$ cat config.mk
export PLATFORM = sky130hd
export DESIGN_NAME = uart_rx_fifo_line_assembler_core_flat
export DESIGN_NICKNAME = d
export VERILOG_FILES = /design/src/rtl/core/ufla_pkg.sv /design/src/rtl/core/ufla_if.sv /design/src/rtl/core/ufla_fifo_mem.sv /design/src/rtl/core/ufla_res_buf.sv /design/src/rtl/core/ufla_seq.sv /design/src/rtl/core/uart_rx_fifo_line_assembler_core.sv /design/src/flat_wrapper.sv
export SDC_FILE = /design/constraint.sdc
export NUM_CORES = 1
export LEC_CHECK = 0
export BUFFER_PORTS_ARGS = -buffer_cell sky130_fd_sc_hd__buf_4
export CELL_PAD_IN_SITES_DETAIL_PLACEMENT = 2
export CELL_PAD_IN_SITES_GLOBAL_PLACEMENT = 2
export CORE_ASPECT_RATIO = 1.75
export CORE_MARGIN = 1
export CORE_UTILIZATION = 51
export CTS_CLUSTER_SIZE = 14
export DETAILED_ROUTE_END_ITERATION = 8
export PLACE_DENSITY = 0.92
export SLEW_MARGIN = 20
export SYNTH_ARGS = -nofsm -noshare
export SYNTH_HDL_FRONTEND = slang
export SYNTH_HIERARCHICAL = 1
export SYNTH_SLANG_ARGS = --single-unit
$ cat constraint.sdc
create_clock -name clk -period 7.8 [get_ports clk]
set_input_delay 0.39 -clock clk [delete_from_list [all_inputs] [get_ports clk]]
set_output_delay 0.39 -clock clk [all_outputs]
set_load 0.005 [all_outputs]
$ cat src/rtl/core/ufla_pkg.sv
// ----------------------------------------------------------------------------
// ufla_pkg
// Shared constants, codes, types and helpers of the uart receive fifo and
// line assembler.
// ----------------------------------------------------------------------------
`default_nettype none

package ufla_pkg;

  localparam int FIFO_DEPTH  = 64;
  localparam int PTR_W       = $clog2(FIFO_DEPTH);
  localparam int MAX_RESULTS = 64;
  localparam int NCNT_W      = $clog2(MAX_RESULTS + 1);

  typedef logic [PTR_W-1:0] ptr_t;

  localparam logic [2:0] OP_PUSH = 3'd0;
  localparam logic [2:0] OP_TICK = 3'd1;
  localparam logic [2:0] OP_LINE = 3'd2;
  localparam logic [2:0] OP_BIN  = 3'd3;
  localparam logic [2:0] OP_POP  = 3'd4;

  localparam logic [1:0] KIND_CHAR  = 2'd0;
  localparam logic [1:0] KIND_END   = 2'd1;
  localparam logic [1:0] KIND_RAW   = 2'd2;
  localparam logic [1:0] KIND_EMPTY = 2'd3;

  localparam logic [7:0] CH_LF    = 8'h0A;
  localparam logic [7:0] CH_PR_LO = 8'h20;
  localparam logic [7:0] CH_PR_HI = 8'h7E;

  typedef struct packed {
    logic [1:0] kind;
    logic [7:0] data;
    logic [7:0] length;
    logic       timed_out;
  } res_t;

  // sequencer to result buffer
  typedef struct packed {
    logic emit;
    logic flush;
    res_t res;
  } rb_req_t;

  // result buffer to sequencer
  typedef struct packed {
    logic can_emit;
    logic can_flush;
  } rb_stat_t;

  function automatic ptr_t ptr_inc(input ptr_t p);
    if (p == ptr_t'(FIFO_DEPTH - 1)) begin
      return '0;
    end
    return p + ptr_t'(1);
  endfunction

  // cr and lf fall outside the printable range
  function automatic logic is_print(input logic [7:0] b);
    return (b >= CH_PR_LO) && (b <= CH_PR_HI);
  endfunction

endpackage

`default_nettype wire

$ cat src/rtl/core/ufla_if.sv
// ----------------------------------------------------------------------------
// ufla channel interfaces
// Valid/ready channels for input items and result items.
// ----------------------------------------------------------------------------
`default_nettype none

interface ufla_in_if;
  logic        valid;
  logic        ready;
  logic [2:0]  op;
  logic [7:0]  data;
  logic [7:0]  max_len;
  logic [15:0] timeout_ticks;

  modport source (output valid, output op, output data, output max_len,
                  output timeout_ticks, input ready);
  modport sink   (input valid, input op, input data, input max_len,
                  input timeout_ticks, output ready);
endinterface

interface ufla_out_if;
  logic       valid;
  logic       ready;
  logic [1:0] kind;
  logic [7:0] data_res;
  logic [7:0] length;
  logic       timed_out;
  logic       last;

  modport source (output valid, output kind, output data_res, output length,
                  output timed_out, output last, input ready);
  modport sink   (input valid, input kind, input data_res, input length,
                  input timed_out, input last, output ready);
endinterface

`default_nettype wire

$ cat src/rtl/core/ufla_fifo_mem.sv
// ----------------------------------------------------------------------------
// ufla_fifo_mem
// Receive byte store: one write port, one read port with registered data.
// ----------------------------------------------------------------------------
`default_nettype none

module ufla_fifo_mem import ufla_pkg::*; (
  input  wire logic       clk,
  input  wire logic       wr_en,
  input  wire ptr_t       wr_addr,
  input  wire logic [7:0] wr_data,
  input  wire logic       rd_en,
  input  wire ptr_t       rd_addr,
  output logic [7:0]      rd_data
);

  logic [7:0] mem [FIFO_DEPTH];

  always_ff @(posedge clk) begin
    if (wr_en) begin
      mem[wr_addr] <= wr_data;
    end
  end

  always_ff @(posedge clk) begin
    if (rd_en) begin
      rd_data <= mem[rd_addr];
    end
  end

endmodule

`default_nettype wire

$ cat src/rtl/core/ufla_res_buf.sv
// ----------------------------------------------------------------------------
// ufla_res_buf
// Holds the newest result until the next one or the end of the transaction
// decides its last flag, then hands it to the output register.
// ----------------------------------------------------------------------------
`default_nettype none

module ufla_res_buf import ufla_pkg::*; (
  input  wire logic    clk,
  input  wire logic    rst_n,
  input  wire rb_req_t req,
  output rb_stat_t     stat,
  output logic         out_valid,
  input  wire logic    out_ready,
  output logic [1:0]   out_kind,
  output logic [7:0]   out_data_res,
  output logic [7:0]   out_length,
  output logic         out_timed_out,
  output logic         out_last
);

  logic pend_vld_r, pend_vld_nxt;
  res_t pend_r, pend_nxt;
  logic out_vld_r, out_vld_nxt;
  res_t out_res_r, out_res_nxt;
  logic out_last_r, out_last_nxt;
  logic out_free;

  assign out_free       = !out_vld_r || out_ready;
  assign stat.can_emit  = !pend_vld_r || out_free;
  assign stat.can_flush = !pend_vld_r || out_free;

  always_comb begin
    pend_vld_nxt = pend_vld_r;
    pend_nxt     = pend_r;
    out_vld_nxt  = out_vld_r && !out_ready;
    out_res_nxt  = out_res_r;
    out_last_nxt = out_last_r;
    if (req.emit) begin
      if (pend_vld_r) begin
        out_vld_nxt  = 1'b1;
        out_res_nxt  = pend_r;
        out_last_nxt = 1'b0;
      end
      pend_vld_nxt = 1'b1;
      pend_nxt     = req.res;
    end else if (req.flush && pend_vld_r) begin
      out_vld_nxt  = 1'b1;
      out_res_nxt  = pend_r;
      out_last_nxt = 1'b1;
      pend_vld_nxt = 1'b0;
    end
  end

  always_ff @(posedge clk) begin
    if (!rst_n) begin
      pend_vld_r <= 1'b0;
      out_vld_r  <= 1'b0;
    end else begin
      pend_vld_r <= pend_vld_nxt;
      out_vld_r  <= out_vld_nxt;
    end
  end

  always_ff @(posedge clk) begin
    pend_r     <= pend_nxt;
    out_res_r  <= out_res_nxt;
    out_last_r <= out_last_nxt;
  end

  assign out_valid     = out_vld_r;
  assign out_kind      = out_res_r.kind;
  assign out_data_res  = out_res_r.data;
  assign out_length    = out_res_r.length;
  assign out_timed_out = out_res_r.timed_out;
  assign out_last      = out_last_r;

  // a held result must never be overwritten while the output is still busy
  assert property (@(posedge clk) disable iff (!rst_n)
    req.emit && pend_vld_r |-> out_free)
    else $error("ufla_res_buf: result pushed while output busy");

  assert property (@(posedge clk) disable iff (!rst_n)
    req.flush && pend_vld_r |-> out_free)
    else $error("ufla_res_buf: flush while output busy");

endmodule

`default_nettype wire

$ cat src/rtl/core/ufla_seq.sv
// ----------------------------------------------------------------------------
// ufla_seq
// Sequencer: fifo pointers, read state and the byte classifier, stepping each
// buffered byte through a check and an evaluate state and the shared compare logic.
// ----------------------------------------------------------------------------
`default_nettype none

module ufla_seq import ufla_pkg::*; (
  input  wire logic        clk,
  input  wire logic        rst_n,
  input  wire logic        in_valid,
  output logic             in_ready,
  input  wire logic [2:0]  in_op,
  input  wire logic [7:0]  in_data,
  input  wire logic [7:0]  in_max_len,
  input  wire logic [15:0] in_timeout_ticks,
  output logic             wr_en,
  output ptr_t             wr_addr,
  output logic [7:0]       wr_data,
  output logic             rd_en,
  output ptr_t             rd_addr,
  input  wire logic [7:0]  rd_data,
  output rb_req_t          req,
  input  wire rb_stat_t    stat
);

  localparam logic [2:0] S_IDLE  = 3'd0;
  localparam logic [2:0] S_CHK   = 3'd1;
  localparam logic [2:0] S_EVAL  = 3'd2;
  localparam logic [2:0] S_FIN   = 3'd3;
  localparam logic [2:0] S_POP   = 3'd4;
  localparam logic [2:0] S_FLUSH = 3'd5;

  logic [2:0]        state_r, state_nxt;
  ptr_t              wp_r, wp_nxt;
  ptr_t              rp_r, rp_nxt;
  logic              active_r, active_nxt;
  logic              bin_r, bin_nxt;
  logic [7:0]        kept_r, kept_nxt;
  logic [7:0]        limit_r, limit_nxt;
  logic [15:0]       ticks_r, ticks_nxt;
  logic [NCNT_W-1:0] n_r, n_nxt;

  always_comb begin
    logic [15:0] tick_dec;
    logic [7:0]  kept_inc;
    logic        keep;

    state_nxt  = state_r;
    wp_nxt     = wp_r;
    rp_nxt     = rp_r;
    active_nxt = active_r;
    bin_nxt    = bin_r;
    kept_nxt   = kept_r;
    limit_nxt  = limit_r;
    ticks_nxt  = ticks_r;
    n_nxt      = n_r;
    in_ready   = (state_r == S_IDLE);
    wr_en      = 1'b0;
    wr_addr    = wp_r;
    wr_data    = in_data;
    rd_en      = 1'b0;
    rd_addr    = rp_r;
    req        = '0;
    tick_dec   = (ticks_r != 16'd0) ? ticks_r - 16'd1 : ticks_r;
    kept_inc   = kept_r + 8'd1;
    keep       = bin_r || is_print(rd_data);

    unique case (state_r)
      S_IDLE: begin
        if (in_valid) begin
          n_nxt = '0;
          case (in_op) inside
            OP_PUSH: begin
              if (ptr_inc(wp_r) != rp_r) begin
                wr_en  = 1'b1;
                wp_nxt = ptr_inc(wp_r);
              end
              state_nxt = S_CHK;
            end
            OP_TICK: begin
              state_nxt = S_FLUSH;
              if (active_r) begin
                ticks_nxt = tick_dec;
                if (tick_dec == 16'd0) begin
                  active_nxt    = 1'b0;
                  req.emit      = 1'b1;
                  req.res       = '{KIND_END, 8'd0, kept_r, 1'b1};
                  n_nxt         = NCNT_W'(1);
                end else begin
                  state_nxt = S_CHK;
                end
              end
            end
            OP_LINE, OP_BIN: begin
              active_nxt = 1'b1;
              bin_nxt    = (in_op == OP_BIN);
              kept_nxt   = 8'd0;
              limit_nxt  = in_max_len;
              ticks_nxt  = in_timeout_ticks;
              state_nxt  = S_FLUSH;
              if (in_max_len == 8'd0 || in_timeout_ticks == 16'd0) begin
                // zero limit ends plainly, zero timeout ends as timed out
                active_nxt = 1'b0;
                req.emit   = 1'b1;
                req.res    = '{KIND_END, 8'd0, 8'd0, (in_max_len != 8'd0)};
                n_nxt      = NCNT_W'(1);
              end else begin
                state_nxt = S_CHK;
              end
            end
            OP_POP: begin
              if (rp_r == wp_r) begin
                req.emit  = 1'b1;
                req.res   = '{KIND_EMPTY, 8'd0, 8'd0, 1'b0};
                n_nxt     = NCNT_W'(1);
                state_nxt = S_FLUSH;
              end else begin
                rd_en     = 1'b1;
                rp_nxt    = ptr_inc(rp_r);
                state_nxt = S_POP;
              end
            end
            default: begin
            end
          endcase
        end
      end
      S_CHK: begin
        if (active_r && rp_r != wp_r && n_r < NCNT_W'(MAX_RESULTS - 1)) begin
          rd_en     = 1'b1;
          rp_nxt    = ptr_inc(rp_r);
          state_nxt = S_EVAL;
        end else begin
          state_nxt = S_FLUSH;
        end
      end
      S_EVAL: begin
        if (keep) begin
          if (stat.can_emit) begin
            req.emit  = 1'b1;
            req.res   = '{KIND_CHAR, rd_data, 8'd0, 1'b0};
            n_nxt     = n_r + NCNT_W'(1);
            kept_nxt  = kept_inc;
            state_nxt = (kept_inc >= limit_r) ? S_FIN : S_CHK;
          end
        end else if (!bin_r && rd_data == CH_LF && kept_r != 8'd0) begin
          if (stat.can_emit) begin
            req.emit   = 1'b1;
            req.res    = '{KIND_END, 8'd0, kept_r, 1'b0};
            n_nxt      = n_r + NCNT_W'(1);
            active_nxt = 1'b0;
            state_nxt  = S_FLUSH;
          end
        end else begin
          // cr, leading lf and unprintable bytes are dropped
          state_nxt = S_CHK;
        end
      end
      S_FIN: begin
        if (stat.can_emit) begin
          req.emit   = 1'b1;
          req.res    = '{KIND_END, 8'd0, kept_r, 1'b0};
          n_nxt      = n_r + NCNT_W'(1);
          active_nxt = 1'b0;
          state_nxt  = S_FLUSH;
        end
      end
      S_POP: begin
        req.emit  = 1'b1;
        req.res   = '{KIND_RAW, rd_data, 8'd0, 1'b0};
        n_nxt     = NCNT_W'(1);
        state_nxt = S_FLUSH;
      end
      S_FLUSH: begin
        if (stat.can_flush) begin
          req.flush = 1'b1;
          state_nxt = S_IDLE;
        end
      end
      default: begin
        state_nxt = S_IDLE;
      end
    endcase
  end

  always_ff @(posedge clk) begin
    if (!rst_n) begin
      state_r  <= S_IDLE;
      wp_r     <= '0;
      rp_r     <= '0;
      active_r <= 1'b0;
      bin_r    <= 1'b0;
      kept_r   <= 8'd0;
      limit_r  <= 8'd0;
      ticks_r  <= 16'd0;
      n_r      <= '0;
    end else begin
      state_r  <= state_nxt;
      wp_r     <= wp_nxt;
      rp_r     <= rp_nxt;
      active_r <= active_nxt;
      bin_r    <= bin_nxt;
      kept_r   <= kept_nxt;
      limit_r  <= limit_nxt;
      ticks_r  <= ticks_nxt;
      n_r      <= n_nxt;
    end
  end

  // result bound stops the drain for this transaction
  assert property (@(posedge clk) disable iff (!rst_n)
    state_r == S_CHK && n_r >= NCNT_W'(MAX_RESULTS - 1) |=> state_r == S_FLUSH)
    else $error("ufla_seq: drain ran past the result bound");

  assert property (@(posedge clk) disable iff (!rst_n)
    state_r == S_EVAL |-> active_r)
    else $error("ufla_seq: byte evaluated with no read active");

  // a write never makes the fifo look empty
  assert property (@(posedge clk) disable iff (!rst_n)
    wr_en |=> wp_r != rp_r)
    else $error("ufla_seq: push overran the read pointer");

endmodule

`default_nettype wire

$ cat src/rtl/core/uart_rx_fifo_line_assembler_core.sv
// Timing: a raw pop reads the byte store through its registered read port. A push or tick
// that drains steps each buffered byte through a registered fifo read, then classify, and
// a finish state for an end at the length limit; a stalled output holds the sequencer once
// two results are waiting.
// Throughput: one transaction at a time; in_ready is high only while idle.
// Reset (synchronous, active low) clears pointers, read state and result valid flags, not the byte store.
// ----------------------------------------------------------------------------
// uart_rx_fifo_line_assembler_core
// Uart receive ring buffer with raw pop, line reader and binary reader.
// ----------------------------------------------------------------------------
`default_nettype none

module uart_rx_fifo_line_assembler_core import ufla_pkg::*; (
  input  wire logic   clk,
  input  wire logic   rst_n,
  ufla_in_if.sink     in_ch,
  ufla_out_if.source  out_ch
);

  logic       wr_en;
  ptr_t       wr_addr;
  logic [7:0] wr_data;
  logic       rd_en;
  ptr_t       rd_addr;
  logic [7:0] rd_data;
  rb_req_t    req;
  rb_stat_t   stat;

  ufla_seq u_seq (
    .clk              (clk),
    .rst_n            (rst_n),
    .in_valid         (in_ch.valid),
    .in_ready         (in_ch.ready),
    .in_op            (in_ch.op),
    .in_data          (in_ch.data),
    .in_max_len       (in_ch.max_len),
    .in_timeout_ticks (in_ch.timeout_ticks),
    .wr_en            (wr_en),
    .wr_addr          (wr_addr),
    .wr_data          (wr_data),
    .rd_en            (rd_en),
    .rd_addr          (rd_addr),
    .rd_data          (rd_data),
    .req              (req),
    .stat             (stat)
  );

  ufla_fifo_mem u_mem (
    .clk     (clk),
    .wr_en   (wr_en),
    .wr_addr (wr_addr),
    .wr_data (wr_data),
    .rd_en   (rd_en),
    .rd_addr (rd_addr),
    .rd_data (rd_data)
  );

  ufla_res_buf u_res (
    .clk           (clk),
    .rst_n         (rst_n),
    .req           (req),
    .stat          (stat),
    .out_valid     (out_ch.valid),
    .out_ready     (out_ch.ready),
    .out_kind      (out_ch.kind),
    .out_data_res  (out_ch.data_res),
    .out_length    (out_ch.length),
    .out_timed_out (out_ch.timed_out),
    .out_last      (out_ch.last)
  );

endmodule

`default_nettype wire

$ cat src/flat_wrapper.sv
// flat-port wrapper written by rule: the top's interface ports become plain ports
module uart_rx_fifo_line_assembler_core_flat import ufla_pkg::*;
  (clk, rst_n, in_ch_valid, in_ch_op, in_ch_data, in_ch_max_len, in_ch_timeout_ticks, in_ch_ready, out_ch_valid, out_ch_kind, out_ch_data_res, out_ch_length, out_ch_timed_out, out_ch_last, out_ch_ready);
  ufla_in_if in_ch_i ();
  ufla_out_if out_ch_i ();
  input  wire logic clk;
  input  wire logic rst_n;
  input wire logic [$bits(in_ch_i.valid)-1:0] in_ch_valid;
  input wire logic [$bits(in_ch_i.op)-1:0] in_ch_op;
  input wire logic [$bits(in_ch_i.data)-1:0] in_ch_data;
  input wire logic [$bits(in_ch_i.max_len)-1:0] in_ch_max_len;
  input wire logic [$bits(in_ch_i.timeout_ticks)-1:0] in_ch_timeout_ticks;
  output wire logic [$bits(in_ch_i.ready)-1:0] in_ch_ready;
  output wire logic [$bits(out_ch_i.valid)-1:0] out_ch_valid;
  output wire logic [$bits(out_ch_i.kind)-1:0] out_ch_kind;
  output wire logic [$bits(out_ch_i.data_res)-1:0] out_ch_data_res;
  output wire logic [$bits(out_ch_i.length)-1:0] out_ch_length;
  output wire logic [$bits(out_ch_i.timed_out)-1:0] out_ch_timed_out;
  output wire logic [$bits(out_ch_i.last)-1:0] out_ch_last;
  input wire logic [$bits(out_ch_i.ready)-1:0] out_ch_ready;
  assign in_ch_i.valid = in_ch_valid;
  assign in_ch_i.op = in_ch_op;
  assign in_ch_i.data = in_ch_data;
  assign in_ch_i.max_len = in_ch_max_len;
  assign in_ch_i.timeout_ticks = in_ch_timeout_ticks;
  assign in_ch_ready = in_ch_i.ready;
  assign out_ch_valid = out_ch_i.valid;
  assign out_ch_kind = out_ch_i.kind;
  assign out_ch_data_res = out_ch_i.data_res;
  assign out_ch_length = out_ch_i.length;
  assign out_ch_timed_out = out_ch_i.timed_out;
  assign out_ch_last = out_ch_i.last;
  assign out_ch_i.ready = out_ch_ready;
  uart_rx_fifo_line_assembler_core u_core (.clk(clk), .rst_n(rst_n), .in_ch(in_ch_i), .out_ch(out_ch_i));
endmodule
Yosys cells after proc, flatten, opt, wreduce, memory -nomap -nowiden

Memory sizes are Yosys's and may differ from the RTL's. A register that Yosys moved wholly into a read port is not among the register bits.
Index checks and enable logic that the tools add are counted.

Add/sub/neg operators: 5
Order comparisons: 4
Eq/ne operators: 34
Multiplexer cells: 140
Bitwise logic cells: 2
Reduce and logical (&&, ||, !) cells: 39

Operators with widths:

| operator              | count |
|---|---|
| $mux 19               | 10 |
| $mux 6                | 16 |
| $mux 18               | 5 |
| $pmux 19 s4           | 1 |
| $mux 1                | 71 |
| $mux 16               | 4 |
| $mux 8                | 6 |
| $mux 3                | 14 |
| $logic_not 16->1      | 2 |
| $mux 7                | 4 |
| $pmux 7 s4            | 1 |
| $ne 2x2->1 const B    | 11 |
| $pmux 3 s6            | 1 |
| $mux 17               | 1 |
| $pmux 8 s2            | 1 |
| $reduce_bool 16->1    | 1 |
| $reduce_bool 8->1     | 2 |
| $sub 16x1->16 const B | 1 |
| $add 6x1->6 const B   | 2 |
| $eq 3x2->1 const B    | 4 |
| $eq 6x6->1 const B    | 2 |
| $ne 6x6->1            | 2 |
| $pmux 6 s2            | 1 |
| $reduce_and 5->1      | 2 |
| 35 further kinds      | 59 |

Register bits: 97
RAM bits: 512
Input bits: 39
Memories: 1

Memories:

| name             | depth | bits a word | rd ports | clocked after Yosys merged registers in | write ports | line                | RTL |
|---|---|---|---|---|---|---|---|
| u_core.u_mem.mem | 64    | 8           | 1        | 1                                       | 1           | ufla_fifo_mem.sv:17 | `logic [7:0] mem [FIFO_DEPTH];` |

Longest topological paths before layout

Word-level depth: 17
Gate-level depth with buffers: 11

Modules after synthesis

Netlist, hierarchy kept.

Modules (own cells, without submodules):

| module        | instances | cells each | area each (µm²) |
|---|---|---|---|
| ufla_fifo_mem | 1         | 972        | 20270.7 |
| ufla_seq      | 1         | 577        | 4287.9 |
| ufla_res_buf  | 1         | 49         | 1261.2 |

Worst setup path before layout

Ideal clock, no wire load.

Path type: register to register
From: reg u_core.u_seq.ticks_r[0]
To: reg u_core.u_res.out_res_r, in the netlist u_core/u_res/out_data_res[0] (enable)
Setup time: 0.378 ns
Data arrival time: 3.460 ns
Data required time: 7.422 ns
Slack: 3.962 ns
Stages on the path, launching flop included: 10
Path buffers: 0
Path through: dfxtp_1 -> inv_1 -> ha_1 -> nor3b_4 -> nor4b_1 -> mux2_2 -> a2111oi_4 -> a31oi_1 -> nand3b_1 -> o21a_1

RTL lines:

| item                   | line               | RTL |
|---|---|---|
| from (decl)            | ufla_seq.sv:41     | `logic [15:0] ticks_r, ticks_nxt;` |
| from (signal assigned) | ufla_seq.sv:206    | `ticks_r <= ticks_nxt;` |
| to (signal assigned)   | ufla_res_buf.sv:67 | `out_res_r <= out_res_nxt;` |
| to (decl)              | ufla_res_buf.sv:25 | `res_t out_res_r, out_res_nxt;` |

==> results.txt <==
The wire length of the first global-routing pass is 121000 microns, and the number of storage elements in the synthesis netlist is 617. For the overall die area, the log shows 51600 sq um. The number of top-level design ports is 61, and the post-route fraction of the period consumed by the critical path is 63.7%.

Number of hold violations in the final report: 0. The required time of the critical path is 8020 ps, and the part of the power in registers is 53.2%. The headroom to the max-slew limit is 18.2%. The site row count is 108, and the starting density of the core is 51.9%.

Combinational share of power: 6.5%. The top-area cell type share of the netlist area was 65.0%. Count of warnings emitted by yosys: 6.

By startpoint and endpoint, the worst setup path is classified as reg2reg. After synthesis, the most frequently instantiated cells are sky130_fd_sc_hd__edfxtp_1 (559), sky130_fd_sc_hd__nor2_1 (145), sky130_fd_sc_hd__mux4_2 (124). Yosys instantiated no cell more often than sky130_fd_sc_hd__edfxtp_1. The detail route stage leaves a number of antenna-violating nets equal to 0. Net switching is 23.3% of the power. The origin of the critical flop-to-flop path was u_core/u_seq/ticks_r[0]. The width of the die was 172 microns; the clock latency on the worst-skew pair was 610 ps.

The logs give 0 for the total count of max-transition violations in the final report and 5190 ps for the data arrival time of the worst path. The reported max-cap violation count is 0. The tools report the capture endpoint of the worst hold path as u_core/u_seq/limit_r[6]. In the final design database the tool counted 1687 nets. The repair_antennas step left the layout with diodes totalling 0. For the pin with the worst max-slew slack, the measured transition is 1220 ps.

In this run the cell area of the synthesized design comes to 25800 sq um. Counting the buffers created by CTS gives 56. In the global route stage, overall resource usage came out at 33.5%.

The per-cell via count in the routed design is 6.70, and the instance area after placement is 26700 sq um. In this run the worst hold path is classified as in2reg. The number of optimization iterations in the first detailed-route pass is 5, and the count of buffers added by post-CTS timing repair for setup is 0. The die span in y works out to 300 microns.

In this run the most critical hold path is launched from in_ch_max_len[6]. The root buffer cell chosen for the clock tree is sky130_fd_sc_hd__clkbuf_16. The fill cell instance count of the final layout is 4261. Largest area contributor in the netlist: sky130_fd_sc_hd__edfxtp_1. After detailed routing, the total wire length is 83800 microns. The total nets after synthesis was 1651. The area growth from synthesis to layout is 10.4%.

Once placement completed, the tool counted placed cells totaling 2236. The final route contains 15634 vias. The worst setup path is captured at a register. The routed wirelength normalized by instance count was 35.9 microns. After layout, the minimum clock period comes to 4970 ps. The share of final-layout standard cells stronger than drive strength 1 was 18.3%; the net switching power of the design was 1.63 mW. The number of gates resized after cts was 0. The clock network accounts for 40.3% of the total power.

The detailed router finished its first iteration with 1355 violations. The logs give 1598 for the number of cells produced by synthesis and 69.5% for the post-synthesis sequential area ratio. The leftover overflow at the end of global routing was 0; the maximum number of buffers from clock root to sink was 3. Startpoint kind of the worst setup timing path: a register. The total area inside the core boundary comes to 49700 sq um.

For the smallest hold slack, the log shows 111 ps. In the final timing run, aggregate negative setup slack is 0 ps. The flow ran to the end, and the final reports show no timing, DRC or antenna violations.

The number of synthesized flops with an enable pin came out at 559. The post-route core utilization is 57.3%. By area the synthesized netlist is led by sky130_fd_sc_hd__edfxtp_1 (65%), sky130_fd_sc_hd__mux4_2 (11%), sky130_fd_sc_hd__dfxtp_1 (4.5%), sky130_fd_sc_hd__nor2_1 (2.1%), sky130_fd_sc_hd__nand2_1 (1.2%).

For the via count of the first global-routing pass, the log shows 17067. The slack of the worst reg-to-reg path is 2830 ps. The tools report the achievable clock frequency as 201 MHz. The run gives 0 as the number of hold-repair buffers added at the cts stage. On the worst path, the slowest cell contributes a delay of 920 ps. Dividing the synthesized area by the synthesized cell count gives 16.2 sq um. The distinct cell type count after synthesis is 75, and the worst reg2reg path depth is 9.

The worst hold path was traced through 3 stages. The final-report setup violation count came out at 0. The clock-pin slew of the registers on the worst-case setup and hold paths was 70 ps; the share of flip-flops with an asynchronous set or reset was 0%. The logs give 0.855 for the final weighted congestion in routability-driven placement and 0 for the number of remaining DRC errors.

The endpoint identified for the worst register-to-register timing path is u_core/u_res/out_data_res[2]. Summed over all cells, the static leakage comes to 8.81 nW. For the final database, setup skew stands at 19.5 ps.

The count of input and output buffers came out at 60. The tools report the worst-case vdd ir drop as 0.240 mV. After routing the design area is 28500 sq um. Setup repair after global routing left no endpoint under its margin.

The number of antenna violations at the first check in global routing is 0. Traced cell by cell, the critical path runs through inv_1 -> ha_1 -> nor3b_4 -> nor4b_1 -> mux2_2 -> a2111oi_4 -> a31oi_1 -> nand3b_1 -> o21a_1. The areal power density over the cells is 245 nW/um^2. Summed over all nets, the half-perimeter wirelength after detailed placement is 52700 microns. The H-tree generated during clock tree synthesis spans 2 levels.

TritonCTS built the clock tree. The maximum fanout along the worst path works out to 21. The most used flip-flop cell after synthesis is sky130_fd_sc_hd__edfxtp_1. Entering global routing, the biggest net connects 112 pins.

The clock net in this run drives a total of 617 sinks. Standard cell with the maximum stage delay on the critical path: sky130_fd_sc_hd__o21a_1. Cell internal power was estimated by the tool at 5.35 mW. The final cell count without fillers was 2335.
-- final cells by class --
| type | count | area [sq um] | area share [%] |
|---|---|---|---|
| clock buffers | 70 | 1530 | 5.35 |
| clock inverters | 29 | 273 | 0.957 |
| inverters | 25 | 93.8 | 0.329 |
| multi-input cells | 860 | 7260 | 25.5 |
| flip-flops and latches | 617 | 18000 | 63.0 |
| well taps | 660 | 826 | 2.90 |
| repair buffers | 74 | 568 | 1.99 |
-- power groups by stage --
stage / clock [mW] / sequential, mW / combinational [mW]
2_1_floorplan: 0 / 3.75 / 0.293
3_3_place_gp: 0 / 3.77 / 0.398
3_5_place_dp: 0 / 3.78 / 0.438
4_1_cts: 2.84 / 3.71 / 0.451
5_1_grt: 2.93 / 3.72 / 0.482
6_report: 2.81 / 3.71 / 0.455
-- how the worst max path moves through the flow --
stage / cells after the start / start / endpoint
after floorplan: 9 / u_core/u_seq/ticks_r[0] / u_core/u_res/out_data_res[0]
after global placement: 9 / u_core/u_seq/ticks_r[0] / u_core/u_res/out_data_res[0]
after detailed placement: 9 / u_core/u_seq/ticks_r[0] / u_core/u_res/out_data_res[2]
after CTS: 9 / u_core/u_seq/ticks_r[0] / u_core/u_res/out_data_res[2]
after global routing: 9 / u_core/u_seq/ticks_r[0] / u_core/u_res/out_length[6]
final: 9 / u_core/u_seq/ticks_r[0] / u_core/u_res/out_data_res[2]
-- stage by stage --
step                      power [mW]  setup WS [ps]
after detailed placement        4.22           2890
final                           6.98           2830
after floorplan                 4.05           3960
after CTS                       7.00           2810
after global routing            7.13           2500
after global placement          4.17           3180
-- registers in the layout, indices dropped and copies added (netlist names), 6 cells and up --
signal,count
u_core/u_res/pend_r,19
u_core/u_seq/wr_addr,6
u_core/u_seq/rd_addr,6
u_core/u_seq/kept_r,8
u_core/u_seq/n_r,7
u_core/u_res/out_length,8
u_core/u_seq/limit_r,8
u_core/u_mem/mem,512
u_core/u_mem/rd_data,8
u_core/u_seq/ticks_r,16
u_core/u_res/out_data_res,8
-- worst max-delay path, delay by kind of cell, from the launching register on --
| kind | cells | cell delay [ps] |
|---|---|---|
| adder cells (fa/ha/maj) | 1 | 250 |
| AO/OA/AOI/OAI | 3 | 1570 |
| multiplexers | 1 | 430 |
| AND/OR/NAND/NOR | 3 | 1830 |
| flip-flops | 1 | 390 |
| buffers and inverters | 1 | 100 |
-- placed cells by master (no fill, tap or decap), types with 26 or more instances in the layout --
master	Yosys	final
sky130_fd_sc_hd__a21oi_1	26	26
sky130_fd_sc_hd__buf_4	19	73
sky130_fd_sc_hd__clkbuf_16	0	58
sky130_fd_sc_hd__dfxtp_1	58	55
sky130_fd_sc_hd__edfxtp_1	559	559
sky130_fd_sc_hd__mux4_2	124	124
sky130_fd_sc_hd__nand2_1	80	80
sky130_fd_sc_hd__nand3_1	43	43
sky130_fd_sc_hd__nor2_1	145	145
sky130_fd_sc_hd__nor2b_1	31	31
sky130_fd_sc_hd__o21ai_0	54	53
-- routing by layer --
metal	GRT usage [%]	up-vias	part of all wire (%)	wire length [microns]
li1	-	6358	-	-
met3	4.79	232	5.1	4300
met2	58.9	691	53	44300
met5	0	-	0	0
met4	18.8	0	6.5	5430
met1	38.9	8353	36	29800
-- kinds of logic (layout without fill, tap and decap cells) --
family	after synthesis	after routing	synth area share [%]
xor+xnor	29	29	0.984
mux	149	149	11.8
flops	617	617	69.5
compound gates	234	234	6.29
simple gates	434	434	8.36
fa+ha+maj	14	14	0.678
buf+inv	121	198	2.36
Power figures use the tool's default switching activity.
